<file path="config.mk">
export PLATFORM = sky130hd
export DESIGN_NAME = circular_queue_with_reverse_top
export DESIGN_NICKNAME = d
export VERILOG_FILES = /design/src/rtl/core/cqr_pkg.sv /design/src/rtl/core/circular_queue_with_reverse_top.sv /design/src/rtl/core/cqr_ring_step.sv
export SDC_FILE = /design/constraint.sdc
export NUM_CORES = 1
export LEC_CHECK = 0
export BUFFER_PORTS_ARGS = -buffer_cell sky130_fd_sc_hd__buf_4
export CAP_MARGIN = 5
export CELL_PAD_IN_SITES_DETAIL_PLACEMENT = 0
export CELL_PAD_IN_SITES_GLOBAL_PLACEMENT = 1
export CORE_UTILIZATION = 40
export DETAILED_ROUTE_END_ITERATION = 10
export PLACE_DENSITY = 0.64
export SLEW_MARGIN = 20
export SYNTH_ARGS = -nofsm -noshare
export SYNTH_HDL_FRONTEND = slang
export SYNTH_SLANG_ARGS = --single-unit
</file>
<file path="constraint.sdc">
create_clock -name clock -period 8.25 [get_ports clock]
set_clock_uncertainty 0.2 [all_clocks]
set_input_delay 0.4125 -clock clock [delete_from_list [all_inputs] [get_ports clock]]
set_output_delay 0.4125 -clock clock [all_outputs]
set_load 0.1 [all_outputs]
</file>
<file path="src/rtl/core/cqr_pkg.sv">
// Shared types and fixed constants for the circular queue with in-place reverse.
// No dependencies; used by circular_queue_with_reverse_top and the testbench.
package cqr_pkg;

   localparam int unsigned LEN_BITS  = 4;
   localparam int unsigned DATA_BITS = 32;

   typedef enum logic [1:0] {
      OP_ENQ = 2'd0,
      OP_DEQ = 2'd1,
      OP_CLR = 2'd2,
      OP_REV = 2'd3
   } op_type;

   typedef enum logic [2:0] {
      S_IDLE,
      S_EXEC,
      S_DEQ,
      S_SWAP_A,
      S_SWAP_B,
      S_SWAP_C,
      S_SWAP_D
   } state_type;

endpackage

</file>
<file path="src/rtl/core/circular_queue_with_reverse_top.sv">
// Circular queue with in-place reverse. Enqueue, clear and refused operations finish
// in S_EXEC, a dequeue finishes in S_DEQ after its slot read, and a reverse of n stored
// words first runs floor(n/2) swaps; busy stays high until the result strobe.
// Each swap passes S_SWAP_A to S_SWAP_D, using one memory read port and one write port.
// Synchronous active-high reset empties the queue; slot contents are not cleared.
// Results are strobed for one cycle; the receiver cannot stall.
module circular_queue_with_reverse_top #(
   parameter int DEPTH     = 16,
   parameter int WORD_BITS = 32
) (
   input  logic               clock,
   input  logic               reset,
   input  logic               start,
   output logic               busy,
   input  logic [1:0]         req_op,
   input  logic signed [31:0] req_data_in,
   output logic               rsp_valid,
   output logic               rsp_status,
   output logic signed [31:0] rsp_data_out,
   output logic [3:0]         rsp_length,
   output logic               rsp_is_empty,
   output logic               rsp_is_full
);

   localparam int IDX_W = $clog2(DEPTH);
   localparam int CNT_W = (IDX_W > cqr_pkg::LEN_BITS) ? IDX_W : cqr_pkg::LEN_BITS;
   localparam logic [IDX_W:0]   DEPTH_X = (IDX_W + 1)'(DEPTH);
   localparam logic [IDX_W-1:0] FULL_N  = IDX_W'(DEPTH - 1);

   // Ring occupancy: (tail - head) mod DEPTH.
   function automatic logic [IDX_W-1:0] ring_count(input logic [IDX_W-1:0] hd,
                                                   input logic [IDX_W-1:0] tl);
      logic [IDX_W:0] diff;
      begin
         if (tl >= hd) begin
            diff = {1'b0, tl} - {1'b0, hd};
         end else begin
            diff = {1'b0, tl} + DEPTH_X - {1'b0, hd};
         end
         ring_count = diff[IDX_W-1:0];
      end
   endfunction

   cqr_pkg::state_type state_ff, state_in;
   cqr_pkg::op_type    op_ff, op_in;
   logic [31:0]        data_ff, data_in;
   logic [IDX_W-1:0]   head_ff, head_in;
   logic [IDX_W-1:0]   tail_ff, tail_in;
   logic [IDX_W-1:0]   lo_ff, lo_in;
   logic [IDX_W-1:0]   hi_ff, hi_in;
   logic [IDX_W-1:0]   swaps_ff, swaps_in;
   logic [WORD_BITS-1:0] hold_ff, hold_in;
   logic [WORD_BITS-1:0] rd_data_ff;

   logic [WORD_BITS-1:0] slot_mem [DEPTH];

   logic                 wr_en;
   logic [IDX_W-1:0]     wr_addr;
   logic [WORD_BITS-1:0] wr_data;
   logic [IDX_W-1:0]     rd_addr;

   logic [IDX_W-1:0]     step_idx;
   logic                 step_dec;
   logic [IDX_W-1:0]     step_out;

   logic                 finish;
   logic                 status_in;
   logic [31:0]          dout_in;
   logic [IDX_W-1:0]     count_cur;
   logic [IDX_W-1:0]     count_nxt;
   logic [CNT_W-1:0]     len_wide;

   logic [WORD_BITS-1:0] enq_word;
   logic [31:0]          deq_word;

   logic                 rsp_valid_ff;
   logic                 rsp_status_ff;
   logic [31:0]          rsp_data_ff;
   logic [3:0]           rsp_length_ff;
   logic                 rsp_is_empty_ff;
   logic                 rsp_is_full_ff;

   cqr_ring_step #(
      .DEPTH (DEPTH)
   ) u_step (
      .idx     (step_idx),
      .dec     (step_dec),
      .idx_out (step_out)
   );

   // Fit the 32-bit beat to the stored word and sign-extend on the way out.
   generate
      if (WORD_BITS > 32) begin : g_wide
         assign enq_word = {{(WORD_BITS - 32){1'b0}}, data_ff};
         assign deq_word = rd_data_ff[31:0];
      end else if (WORD_BITS == 32) begin : g_exact
         assign enq_word = data_ff;
         assign deq_word = rd_data_ff;
      end else begin : g_narrow
         assign enq_word = data_ff[WORD_BITS-1:0];
         assign deq_word = {{(32 - WORD_BITS){rd_data_ff[WORD_BITS-1]}}, rd_data_ff};
      end
   endgenerate

   assign count_cur = ring_count(head_ff, tail_ff);
   assign count_nxt = ring_count(head_in, tail_in);
   assign len_wide  = CNT_W'(count_nxt);

   always_comb begin
      state_in  = state_ff;
      op_in     = op_ff;
      data_in   = data_ff;
      head_in   = head_ff;
      tail_in   = tail_ff;
      lo_in     = lo_ff;
      hi_in     = hi_ff;
      swaps_in  = swaps_ff;
      hold_in   = hold_ff;
      wr_en     = 1'b0;
      wr_addr   = tail_ff;
      wr_data   = enq_word;
      rd_addr   = head_ff;
      step_idx  = tail_ff;
      step_dec  = 1'b0;
      finish    = 1'b0;
      status_in = 1'b0;
      dout_in   = '0;

      case (state_ff)
         cqr_pkg::S_IDLE: begin
            if (start) begin
               op_in    = cqr_pkg::op_type'(req_op);
               data_in  = req_data_in;
               state_in = cqr_pkg::S_EXEC;
            end
         end
         cqr_pkg::S_EXEC: begin
            case (op_ff)
               cqr_pkg::OP_ENQ: begin
                  step_idx = tail_ff;
                  finish   = 1'b1;
                  state_in = cqr_pkg::S_IDLE;
                  if (step_out == head_ff) begin
                     status_in = 1'b1;
                  end else begin
                     wr_en   = 1'b1;
                     tail_in = step_out;
                  end
               end
               cqr_pkg::OP_DEQ: begin
                  if (head_ff == tail_ff) begin
                     status_in = 1'b1;
                     finish    = 1'b1;
                     state_in  = cqr_pkg::S_IDLE;
                  end else begin
                     rd_addr  = head_ff;
                     state_in = cqr_pkg::S_DEQ;
                  end
               end
               cqr_pkg::OP_CLR: begin
                  head_in  = '0;
                  tail_in  = '0;
                  finish   = 1'b1;
                  state_in = cqr_pkg::S_IDLE;
               end
               cqr_pkg::OP_REV: begin
                  // Reverse in place between head and tail - 1; pointers stay.
                  step_idx = tail_ff;
                  step_dec = 1'b1;
                  lo_in    = head_ff;
                  hi_in    = step_out;
                  swaps_in = count_cur >> 1;
                  if (count_cur < IDX_W'(2)) begin
                     finish   = 1'b1;
                     state_in = cqr_pkg::S_IDLE;
                  end else begin
                     state_in = cqr_pkg::S_SWAP_A;
                  end
               end
               default: begin
                  finish   = 1'b1;
                  state_in = cqr_pkg::S_IDLE;
               end
            endcase
         end
         cqr_pkg::S_DEQ: begin
            dout_in  = deq_word;
            step_idx = head_ff;
            head_in  = step_out;
            finish   = 1'b1;
            state_in = cqr_pkg::S_IDLE;
         end
         cqr_pkg::S_SWAP_A: begin
            rd_addr  = lo_ff;
            state_in = cqr_pkg::S_SWAP_B;
         end
         cqr_pkg::S_SWAP_B: begin
            // Low word has landed; hold it and fetch the high word.
            hold_in  = rd_data_ff;
            rd_addr  = hi_ff;
            state_in = cqr_pkg::S_SWAP_C;
         end
         cqr_pkg::S_SWAP_C: begin
            wr_en    = 1'b1;
            wr_addr  = lo_ff;
            wr_data  = rd_data_ff;
            step_idx = lo_ff;
            lo_in    = step_out;
            state_in = cqr_pkg::S_SWAP_D;
         end
         cqr_pkg::S_SWAP_D: begin
            wr_en    = 1'b1;
            wr_addr  = hi_ff;
            wr_data  = hold_ff;
            step_idx = hi_ff;
            step_dec = 1'b1;
            hi_in    = step_out;
            swaps_in = swaps_ff - IDX_W'(1);
            if (swaps_ff == IDX_W'(1)) begin
               finish   = 1'b1;
               state_in = cqr_pkg::S_IDLE;
            end else begin
               state_in = cqr_pkg::S_SWAP_A;
            end
         end
         default: begin
            state_in = cqr_pkg::S_IDLE;
         end
      endcase
   end

   always_ff @(posedge clock) begin
      if (reset) begin
         state_ff     <= cqr_pkg::S_IDLE;
         head_ff      <= '0;
         tail_ff      <= '0;
         rsp_valid_ff <= 1'b0;
      end else begin
         state_ff     <= state_in;
         head_ff      <= head_in;
         tail_ff      <= tail_in;
         rsp_valid_ff <= finish;
      end
   end

   always_ff @(posedge clock) begin
      op_ff    <= op_in;
      data_ff  <= data_in;
      lo_ff    <= lo_in;
      hi_ff    <= hi_in;
      swaps_ff <= swaps_in;
      hold_ff  <= hold_in;
      if (finish) begin
         rsp_status_ff   <= status_in;
         rsp_data_ff     <= dout_in;
         rsp_length_ff   <= len_wide[3:0];
         rsp_is_empty_ff <= (head_in == tail_in);
         rsp_is_full_ff  <= (count_nxt == FULL_N);
      end
   end

   always_ff @(posedge clock) begin
      if (wr_en) begin
         slot_mem[wr_addr] <= wr_data;
      end
      rd_data_ff <= slot_mem[rd_addr];
   end

   assign busy         = (state_ff != cqr_pkg::S_IDLE);
   assign rsp_valid    = rsp_valid_ff;
   assign rsp_status   = rsp_status_ff;
   assign rsp_data_out = rsp_data_ff;
   assign rsp_length   = rsp_length_ff;
   assign rsp_is_empty = rsp_is_empty_ff;
   assign rsp_is_full  = rsp_is_full_ff;

endmodule

</file>
<file path="src/rtl/core/cqr_ring_step.sv">
// Shared ring-index stepper: one wrapping increment or decrement modulo DEPTH.
// Depends on nothing; instantiated once by circular_queue_with_reverse_top.
module cqr_ring_step #(
   parameter int DEPTH = 16
) (
   input  logic [$clog2(DEPTH)-1:0] idx,
   input  logic                     dec,
   output logic [$clog2(DEPTH)-1:0] idx_out
);

   localparam int IDX_W = $clog2(DEPTH);
   localparam logic [IDX_W-1:0] LAST = IDX_W'(DEPTH - 1);

   always_comb begin
      if (dec) begin
         idx_out = (idx == '0) ? LAST : idx - IDX_W'(1);
      end else begin
         idx_out = (idx == LAST) ? '0 : idx + IDX_W'(1);
      end
   end

endmodule

</file>
---- After elaboration in Yosys (flattened, before gate mapping) ----
Memory sizes are Yosys's and may differ from the RTL's. A register that Yosys moved wholly into a read port is not among the register bits.
Index checks and enable logic that the tools add are counted.
storage, ports and cells
  input bits .............................. 37
  bits in writable memories ............... 512
  logic and storage cells ................. 96
  flip-flop bits (word level) ............. 129
  latch bits .............................. 0
  memories kept ........................... 1
  bits in read-only memories .............. 0
operators by class
  multipliers ............................. 0
  equal/unequal tests ..................... 17
  bitwise logic cells ..................... 0
  shifts and indexed selects .............. 0
  reductions and logical operators ........ 11
  mux-type cells .......................... 40
  $add $sub $neg .......................... 9
  div/mod/pow operators ................... 0
  magnitude comparators ................... 3
memory list
  name      depth  width  rd ports  clocked after Yosys merged registers in  wr ports  line                                   RTL
  slot_mem  16     32     1         1                                        1         circular_queue_with_reverse_top.sv:55  logic [WORD_BITS-1:0] slot_mem [DEPTH];
operators with widths
  operator                                                     count
  one-hot mux 32 bit (2 select lines)                          1
  one-hot mux 4 bit (2 select lines)                           7
  two-way mux 4 bit                                            11
  one-hot mux 3 bit (6 select lines)                           1
  subtractor 4 bit                                             4
  adder 4 x 1 -> 4 bit (second input constant)                 3
  == test 4 bit                                                3
  one-hot mux 4 bit (3 select lines)                           1
  == test 3 bit (second input constant)                        3
  two-way mux 1 bit                                            9
  one-hot mux 3 bit (3 select lines)                           1
  == test 4 bit (second input constant)                        2
  greater-or-equal comparator 4 bit                            2
  subtractor 4 x 1 -> 4 bit (second input constant)            2
  == test 3 x 2 -> 1 bit (second input constant)               2
  two-way mux 2 bit                                            3
  one-hot mux 1 bit (2 select lines)                           3
  one-hot mux 1 bit (3 select lines)                           2
  AND reduction 2 bit                                          3
  == test 2 bit (second input constant)                        2
  == test 4 x 1 -> 1 bit (second input constant)               1
  logical NOT 4 bit                                            1
  less-than comparator 4 x 2 -> 1 bit (second input constant)  1
  != test 2 bit (second input constant)                        2
  other kinds (8)                                              10

---- Logic depth before layout (Yosys ltp) ----
  word-level depth ........................ 13
  mapped depth ............................ 20
  depth with buffers taken out ............ 19

---- By module ----
From an unflattened synthesis, not the netlist that was laid out.
second synthesis, totals
  cell total of the unflattened synthesis .. 1,759
  area total of the unflattened synthesis .. 26,422.8 um^2
modules (own cells, without submodules)
  module                           cells each  seq. area each (um^2)  area an instance (um^2)  times used
  circular_queue_with_reverse_top  1,735       19,769.0               26,243.9                 1
  cqr_ring_step                    24          0.0                    178.9                    1

---- Worst setup path after synthesis ----
No wires, ideal clock.
  path type ............................... register to register
  start ................................... register state_ff[1]
  end ..................................... memory slot_mem[10][0], enable pin
  arrival ................................. 5,625 ps
  stages on the path, launching flop included .. 14
  setup time .............................. 502 ps
  path buffers ............................ 1
  slack ................................... 1,923 ps
  path through ............................ dfxtp_1 > buf_6 > and3b_1 > o21ai_2 > nand3_2 > inv_1 > ha_1 > nand2_1 > nor3_2 > mux2_2 > nand4_2 > o31ai_4 > a21o_4 > nor4_1
on the way
  longest elaborated chain between the ends .. 11
  elaborated cells between the ends (all ways) .. 21
ends and longest elaborated chain
  element                                                  line                                      RTL
  start: declaration                                       circular_queue_with_reverse_top.sv:44     cqr_pkg::state_type state_ff, state_in;
  start signal: assignment                                 circular_queue_with_reverse_top.sv:234    state_ff <= cqr_pkg::S_IDLE;
  start signal: assignment                                 circular_queue_with_reverse_top.sv:239    state_ff <= state_in;
  == test 3 bit or == test 3 x 2 -> 1 bit (tied branches)  circular_queue_with_reverse_top.sv:129    case (state_ff)
  one-hot mux 4 bit (3 select lines)                       circular_queue_with_reverse_top.sv:129
  adder 4 x 1 -> 4 bit (tied with other cells)             cqr_ring_step.sv:18                       idx_out = (idx == LAST) ? '0 : idx + IDX_W'(1);
  two-way mux 4 bit (on tied branches)                     cqr_ring_step.sv:18, cqr_ring_step.sv:16
  two-way mux 4 bit                                        cqr_ring_step.sv:15                       if (dec) begin
  == test 4 bit                                            circular_queue_with_reverse_top.sv:143    if (step_out == head_ff) begin
  two-way mux 1 bit                                        circular_queue_with_reverse_top.sv:143
  two-way mux 1 bit                                        circular_queue_with_reverse_top.sv:138    case (op_ff)
  one-hot mux 1 bit (2 select lines)                       circular_queue_with_reverse_top.sv:129
  two-way mux 1 bit                                        circular_queue_with_reverse_top.sv:263    if (wr_en) begin
  two-way mux 1 bit (not written as such)                  circular_queue_with_reverse_top.sv:264    slot_mem[wr_addr] <= wr_data;
  end: declaration                                         circular_queue_with_reverse_top.sv:55
Several ways; a longest one is shown, not always the timed one.

---- Final worst setup path ----
  start ................................... register state_ff[1]
  end ..................................... register rsp_is_full_ff (netlist: rsp_is_full), data pin
on the way
  longest elaborated chain between the ends .. 13
  elaborated cells between the ends (all ways) .. 24
ends and longest elaborated chain
  element                                                  line                                      RTL
  == test 3 bit or == test 3 x 2 -> 1 bit (tied branches)  circular_queue_with_reverse_top.sv:129
  one-hot mux 4 bit (3 select lines)                       circular_queue_with_reverse_top.sv:129
  adder 4 x 1 -> 4 bit (tied with other cells)             cqr_ring_step.sv:18
  two-way mux 4 bit (on tied branches)                     cqr_ring_step.sv:18, cqr_ring_step.sv:16
  two-way mux 4 bit                                        cqr_ring_step.sv:15
  == test 4 bit                                            circular_queue_with_reverse_top.sv:143
  two-way mux 4 bit                                        circular_queue_with_reverse_top.sv:143
  one-hot mux 4 bit (2 select lines)                       circular_queue_with_reverse_top.sv:138
  two-way mux 4 bit                                        circular_queue_with_reverse_top.sv:129
  adder 4 x 1 -> 4 bit                                     circular_queue_with_reverse_top.sv:38     diff = {1'b0, tl} + DEPTH_X - {1'b0, hd};
  subtractor 4 bit                                         circular_queue_with_reverse_top.sv:38
  two-way mux 4 bit (*)                                    circular_queue_with_reverse_top.sv:35     if (tl >= hd) begin
  == test 4 bit (*)                                        circular_queue_with_reverse_top.sv:258    rsp_is_full_ff <= (count_nxt == FULL_N);
  end signal: assignment                                   circular_queue_with_reverse_top.sv:258
  end: declaration                                         circular_queue_with_reverse_top.sv:81     logic rsp_is_full_ff;
Every way passes the cells marked *; elsewhere a longest branch is shown, timed or not.
A chain may end at the register's enable or synchronous reset.

==> flow_results.xml <==
<?xml version="1.0" encoding="UTF-8"?>
<metrics>
  <group name="yosys">
    <metric name="synth_compound_area_share" unit="%">8.22</metric>
    <metric name="synth.distinct_cells" unit="">78</metric>
    <metric name="yosys.area.top_type" unit="">sky130_fd_sc_hd__edfxtp_1</metric>
    <metric name="proportion_of_synthesized_flip_flops_having_asynchronous_set_or_reset" unit="%">0</metric>
    <metric name="synth-xor-area-share" unit="%">0.413</metric>
    <metric name="synthDominantCellAreaShare" unit="%">69.3</metric>
    <metric name="post_synth_inst_count" unit="">1767</metric>
    <metric name="synth_fa_ha_area_share" unit="%">0.652</metric>
    <metric name="synth.cell_area" unit="um^2">27300</metric>
    <metric name="synth_edf_count" unit="">629</metric>
    <metric name="post_synth.cell_area_avg" unit="um^2">15.4</metric>
    <metric name="synth_seq_area_share" unit="%">72.5</metric>
    <metric name="postSynthNetCount" unit="">1817</metric>
    <metric name="netlist_top_cells_count" unit="">sky130_fd_sc_hd__edfxtp_1, sky130_fd_sc_hd__nand2_1, sky130_fd_sc_hd__mux2i_1, sky130_fd_sc_hd__mux2_2, sky130_fd_sc_hd__a211oi_1</metric>
    <metric name="multiplexer_fraction_of_the_synthesized_cell_area" unit="%">10.2</metric>
    <metric name="synth-simple-area-share" unit="%">5.89</metric>
    <metric name="main_combinational_cell_family_by_area_after_synthesis" unit="">multiplexers</metric>
    <metric name="yosysMostFrequentCell" unit="">sky130_fd_sc_hd__edfxtp_1</metric>
    <metric name="ys.flop_type" unit="">sky130_fd_sc_hd__edfxtp_1</metric>
    <metric name="yosys_register_bits" unit="">673</metric>
    <metric name="post_synth_main_area_contributors" unit="">sky130_fd_sc_hd__edfxtp_1, sky130_fd_sc_hd__mux2_2, sky130_fd_sc_hd__mux2i_1</metric>
    <metric name="yosys_warnings" unit="">0</metric>
  </group>
  <group name="routing">
    <metric name="finalWirelength" unit="mm">60.1</metric>
    <metric name="antenna_violating_nets_post_route" unit="">0</metric>
    <metric name="vias" unit="">14800</metric>
    <metric name="route.detailed.drc" unit="">0</metric>
    <metric name="drt_pre_antenna_iters" unit="">6</metric>
    <metric name="detailedRoute.firstIterationViolations" unit="">1036</metric>
    <metric name="routedWlPerCell" unit="um">21.4</metric>
    <metric name="vias_per_cell" unit="">5.26</metric>
  </group>
  <group name="place">
    <metric name="post_dp_cell_area" unit="um^2">28900</metric>
    <metric name="portBuffers" unit="">77</metric>
    <metric name="dp_hpwl" unit="mm">32.3</metric>
    <metric name="globalplace.congestion" unit="">0.818</metric>
  </group>
  <group name="floorplan">
    <metric name="die_width" unit="um">263</metric>
    <metric name="design.portCount" unit="">78</metric>
    <metric name="row_count" unit="">95</metric>
    <metric name="floorplan.core_area" unit="um^2">67300</metric>
    <metric name="floorplan.die_area" unit="um^2">69200</metric>
    <metric name="initial_utilization" unit="%">40.5</metric>
    <metric name="floorplan.die.height" unit="um">263</metric>
  </group>
  <group name="min_path">
    <metric name="min-delay-path-class" unit="">reg2reg</metric>
    <metric name="hold_path.startpoint" unit="">deq_word[20]</metric>
    <metric name="worstHoldEndpoint" unit="">hold_ff[20]</metric>
    <metric name="hold_depth" unit="">0</metric>
  </group>
  <group name="final_layout">
    <metric name="area_growth" unit="%">16.1</metric>
    <metric name="layout-drive-gt1-share" unit="%">21.4</metric>
    <metric name="final_core_occ" unit="%">47.0</metric>
    <metric name="diodes" unit="">0</metric>
    <metric name="multi_input_comb_area" unit="um^2">7090</metric>
    <metric name="register_area" unit="um^2">19800</metric>
    <metric name="finish.instance_area" unit="um^2">31600</metric>
    <metric name="num-fill-cells" unit="">5783</metric>
    <metric name="finish.net_count" unit="">1930</metric>
  </group>
  <group name="worst_setup_path">
    <metric name="crit_path_max_fanout" unit="">35</metric>
    <metric name="cp_max_stage_cell" unit="">sky130_fd_sc_hd__dfxtp_1</metric>
    <metric name="cp_data_required_time" unit="ps">8400</metric>
    <metric name="cp_cell_sequence" unit="">and2b_2 &gt; a32oi_1 &gt; and3_4 &gt; inv_2 &gt; ha_1 &gt; mux2i_1 &gt; xnor2_2 &gt; inv_2 &gt; xnor2_1 &gt; nand4_2 &gt; o31ai_4 &gt; o22a_1 &gt; ha_1 &gt; inv_1 &gt; a21o_1 &gt; a21oi_1 &gt; xnor2_1 &gt; and3_1 &gt; o2111a_1</metric>
    <metric name="slowest_delay" unit="ps">930</metric>
    <metric name="rr_startpoint" unit="">state_ff[1]</metric>
    <metric name="reg2reg_setup_slack" unit="ps">2420</metric>
    <metric name="timing.critical_path.arrival" unit="ps">5980</metric>
    <metric name="critPathKind" unit="">reg2reg</metric>
    <metric name="critical_path.top_delay_family" unit="">simple AND/OR/NAND/NOR gates</metric>
    <metric name="crit_path_end_kind" unit="">flip-flop</metric>
    <metric name="timing.rr.end" unit="">rsp_is_full</metric>
    <metric name="r2r.worst_path.cells" unit="">19</metric>
    <metric name="crit_buf_inv" unit="">3</metric>
    <metric name="critical_path.startpoint_type" unit="">flip-flop</metric>
  </group>
  <group name="clock_network">
    <metric name="cts_inserted_buffers" unit="">73</metric>
    <metric name="clock_latency" unit="ps">600</metric>
    <metric name="post-cts-setup-buffers" unit="">0</metric>
    <metric name="cts.path.max_buffers" unit="">3</metric>
    <metric name="tritoncts_num_sinks" unit="">673</metric>
    <metric name="tritoncts_clock_tree" unit="">built</metric>
    <metric name="cts.repair.resized" unit="">0</metric>
    <metric name="clock_transition_at_the_register_clock_pins_on_the_worst_setup_and_hold_paths_after_cts" unit="ps">60</metric>
    <metric name="clock_tree.root_cell" unit="">sky130_fd_sc_hd__clkbuf_16</metric>
    <metric name="htreeDepth" unit="">3</metric>
  </group>
  <group name="power_and_ir_drop">
    <metric name="power-per-cell-area" unit="nW/um^2">234</metric>
    <metric name="switching_power" unit="mW">1.63</metric>
    <metric name="p_int" unit="mW">5.78</metric>
    <metric name="pwr-share-comb" unit="%">5.1</metric>
    <metric name="worst_ir_drop_vdd" unit="V">0.000144</metric>
    <metric name="total_leakage_power" unit="nW">11.7</metric>
    <metric name="seq_power_share" unit="%">51.6</metric>
    <metric name="clockPowerShare" unit="%">43.3</metric>
    <metric name="swShare" unit="%">22.0</metric>
  </group>
  <group name="timing">
    <metric name="maxSlewViolCount" unit="">0</metric>
    <metric name="timing.final.crit_period" unit="ps">5830</metric>
    <metric name="grt_setup_unrepaired" unit="">false</metric>
    <metric name="finalHoldViolations" unit="">0</metric>
    <metric name="timing.final.crit_share" unit="%">70.7</metric>
    <metric name="max_slew_margin" unit="%">35.7</metric>
    <metric name="holdWs" unit="ps">250</metric>
    <metric name="report.final.setup_viol" unit="">0</metric>
    <metric name="totalNegativeSetupSlack" unit="ps">0</metric>
    <metric name="tightestPinTransition" unit="ps">964</metric>
    <metric name="max_freq" unit="MHz">171</metric>
  </group>
  <group name="outcome">
    <metric name="outcome" unit="">finished clean</metric>
  </group>
  <group name="global_routing">
    <metric name="grt_pass1_vias" unit="">15000</metric>
    <metric name="grt.overflow.total" unit="">0</metric>
    <metric name="initial_antenna_violation_count" unit="">0</metric>
    <metric name="grt_pass1_wl" unit="mm">92.0</metric>
    <metric name="maximum_number_of_pins_on_one_net_before_global_route_repair" unit="">183</metric>
    <metric name="grt_use_total" unit="%">17.4</metric>
  </group>
  <group name="job">
    <metric name="cap_violations" unit="">0</metric>
  </group>
</metrics>
layout make-up:
type	instances	share of cell area, %
Inverter	24	0.293
Multi-Input combinational cell	962	22.4
Clock buffer	90	6.27
Clock inverter	45	1.28
Sequential cell	673	62.5
Timing Repair Buffer	146	3.82
Tap cell	873	3.45
per-stage QoR:
stage | setup slack [ps] | cells | total power [mW]
global placement | 2590 | 2643 | 4.26
detailed placement | 2430 | 2643 | 4.27
floorplan | 1920 | 1767 | 4.15
CTS | 2400 | 2813 | 7.51
global route | 2050 | 2813 | 7.67
finish | 2420 | 2813 | 7.41
state kept, by name, summed over array words and instances (netlist names), 32 cells and up:
name and cells:
slot_mem 512, hold_ff 32, deq_word 32, data_ff 32
rsp_data_out 32
layout by cell type (no fill, tap or decap), types with 13 or more instances in the layout:
cell type	count
sky130_fd_sc_hd__a211oi_1	97
sky130_fd_sc_hd__a21oi_1	76
sky130_fd_sc_hd__a22oi_1	37
sky130_fd_sc_hd__and3_1	36
sky130_fd_sc_hd__buf_4	109
sky130_fd_sc_hd__clkbuf_16	76
sky130_fd_sc_hd__clkinv_1	13
sky130_fd_sc_hd__clkinv_2	17
sky130_fd_sc_hd__dfxtp_1	44
sky130_fd_sc_hd__dlygate4sd3_1	35
sky130_fd_sc_hd__edfxtp_1	629
sky130_fd_sc_hd__inv_1	20
sky130_fd_sc_hd__mux2_2	130
sky130_fd_sc_hd__mux2i_1	131
sky130_fd_sc_hd__nand2_1	157
sky130_fd_sc_hd__nor2_1	75
sky130_fd_sc_hd__nor2_4	16
sky130_fd_sc_hd__o21ai_0	75
timing repair:
| item | CTS | global route |
|---|---|---|
| hold buffers | 35 | 0 |
| endpoints found under the setup margin | 0 | 0 |
| endpoints found under the hold margin | 44 | 0 |
power groups by stage:
stage	clock network (mW)	logic [mW]	registers (mW)
finish	3.21	0.377	3.83
global route	3.43	0.407	3.83
CTS	3.30	0.383	3.83
detailed placement	0	0.369	3.90
global placement	0	0.362	3.90
floorplan	0	0.163	3.98
worst max-delay path by stage:
stage,startpoint,end,cells after the start
after floorplan,state_ff[1],slot_mem[10][0],13
after global routing,state_ff[1],rsp_is_full,19
final,state_ff[1],rsp_is_full,19
after global placement,state_ff[1],rsp_is_full,19
after CTS,state_ff[1],rsp_is_full,19
after detailed placement,state_ff[1],rsp_is_full,19
cells by family after synthesis:
logic type,Yosys count
muxes,261
xor gates and xnor gates,12
AOI/OAI and AO/OA,333
adders and majority gates,13
DFF,673
buffers and inverters,132
and+or+nand+nor,343
metal layers:
layer  global-route usage [%]  up-vias  part of all wire (%)  wire, um
li1                         -     7018                     -         -
met1                     23.8     7445                    47     28000
met2                     28.9      251                    48     28900
met3                     2.64       77                   3.5      2130
met4                     4.84        0                   1.8      1060
met5                        0        -                     0         0
Note: power is estimated with default switching activity, not from simulation.
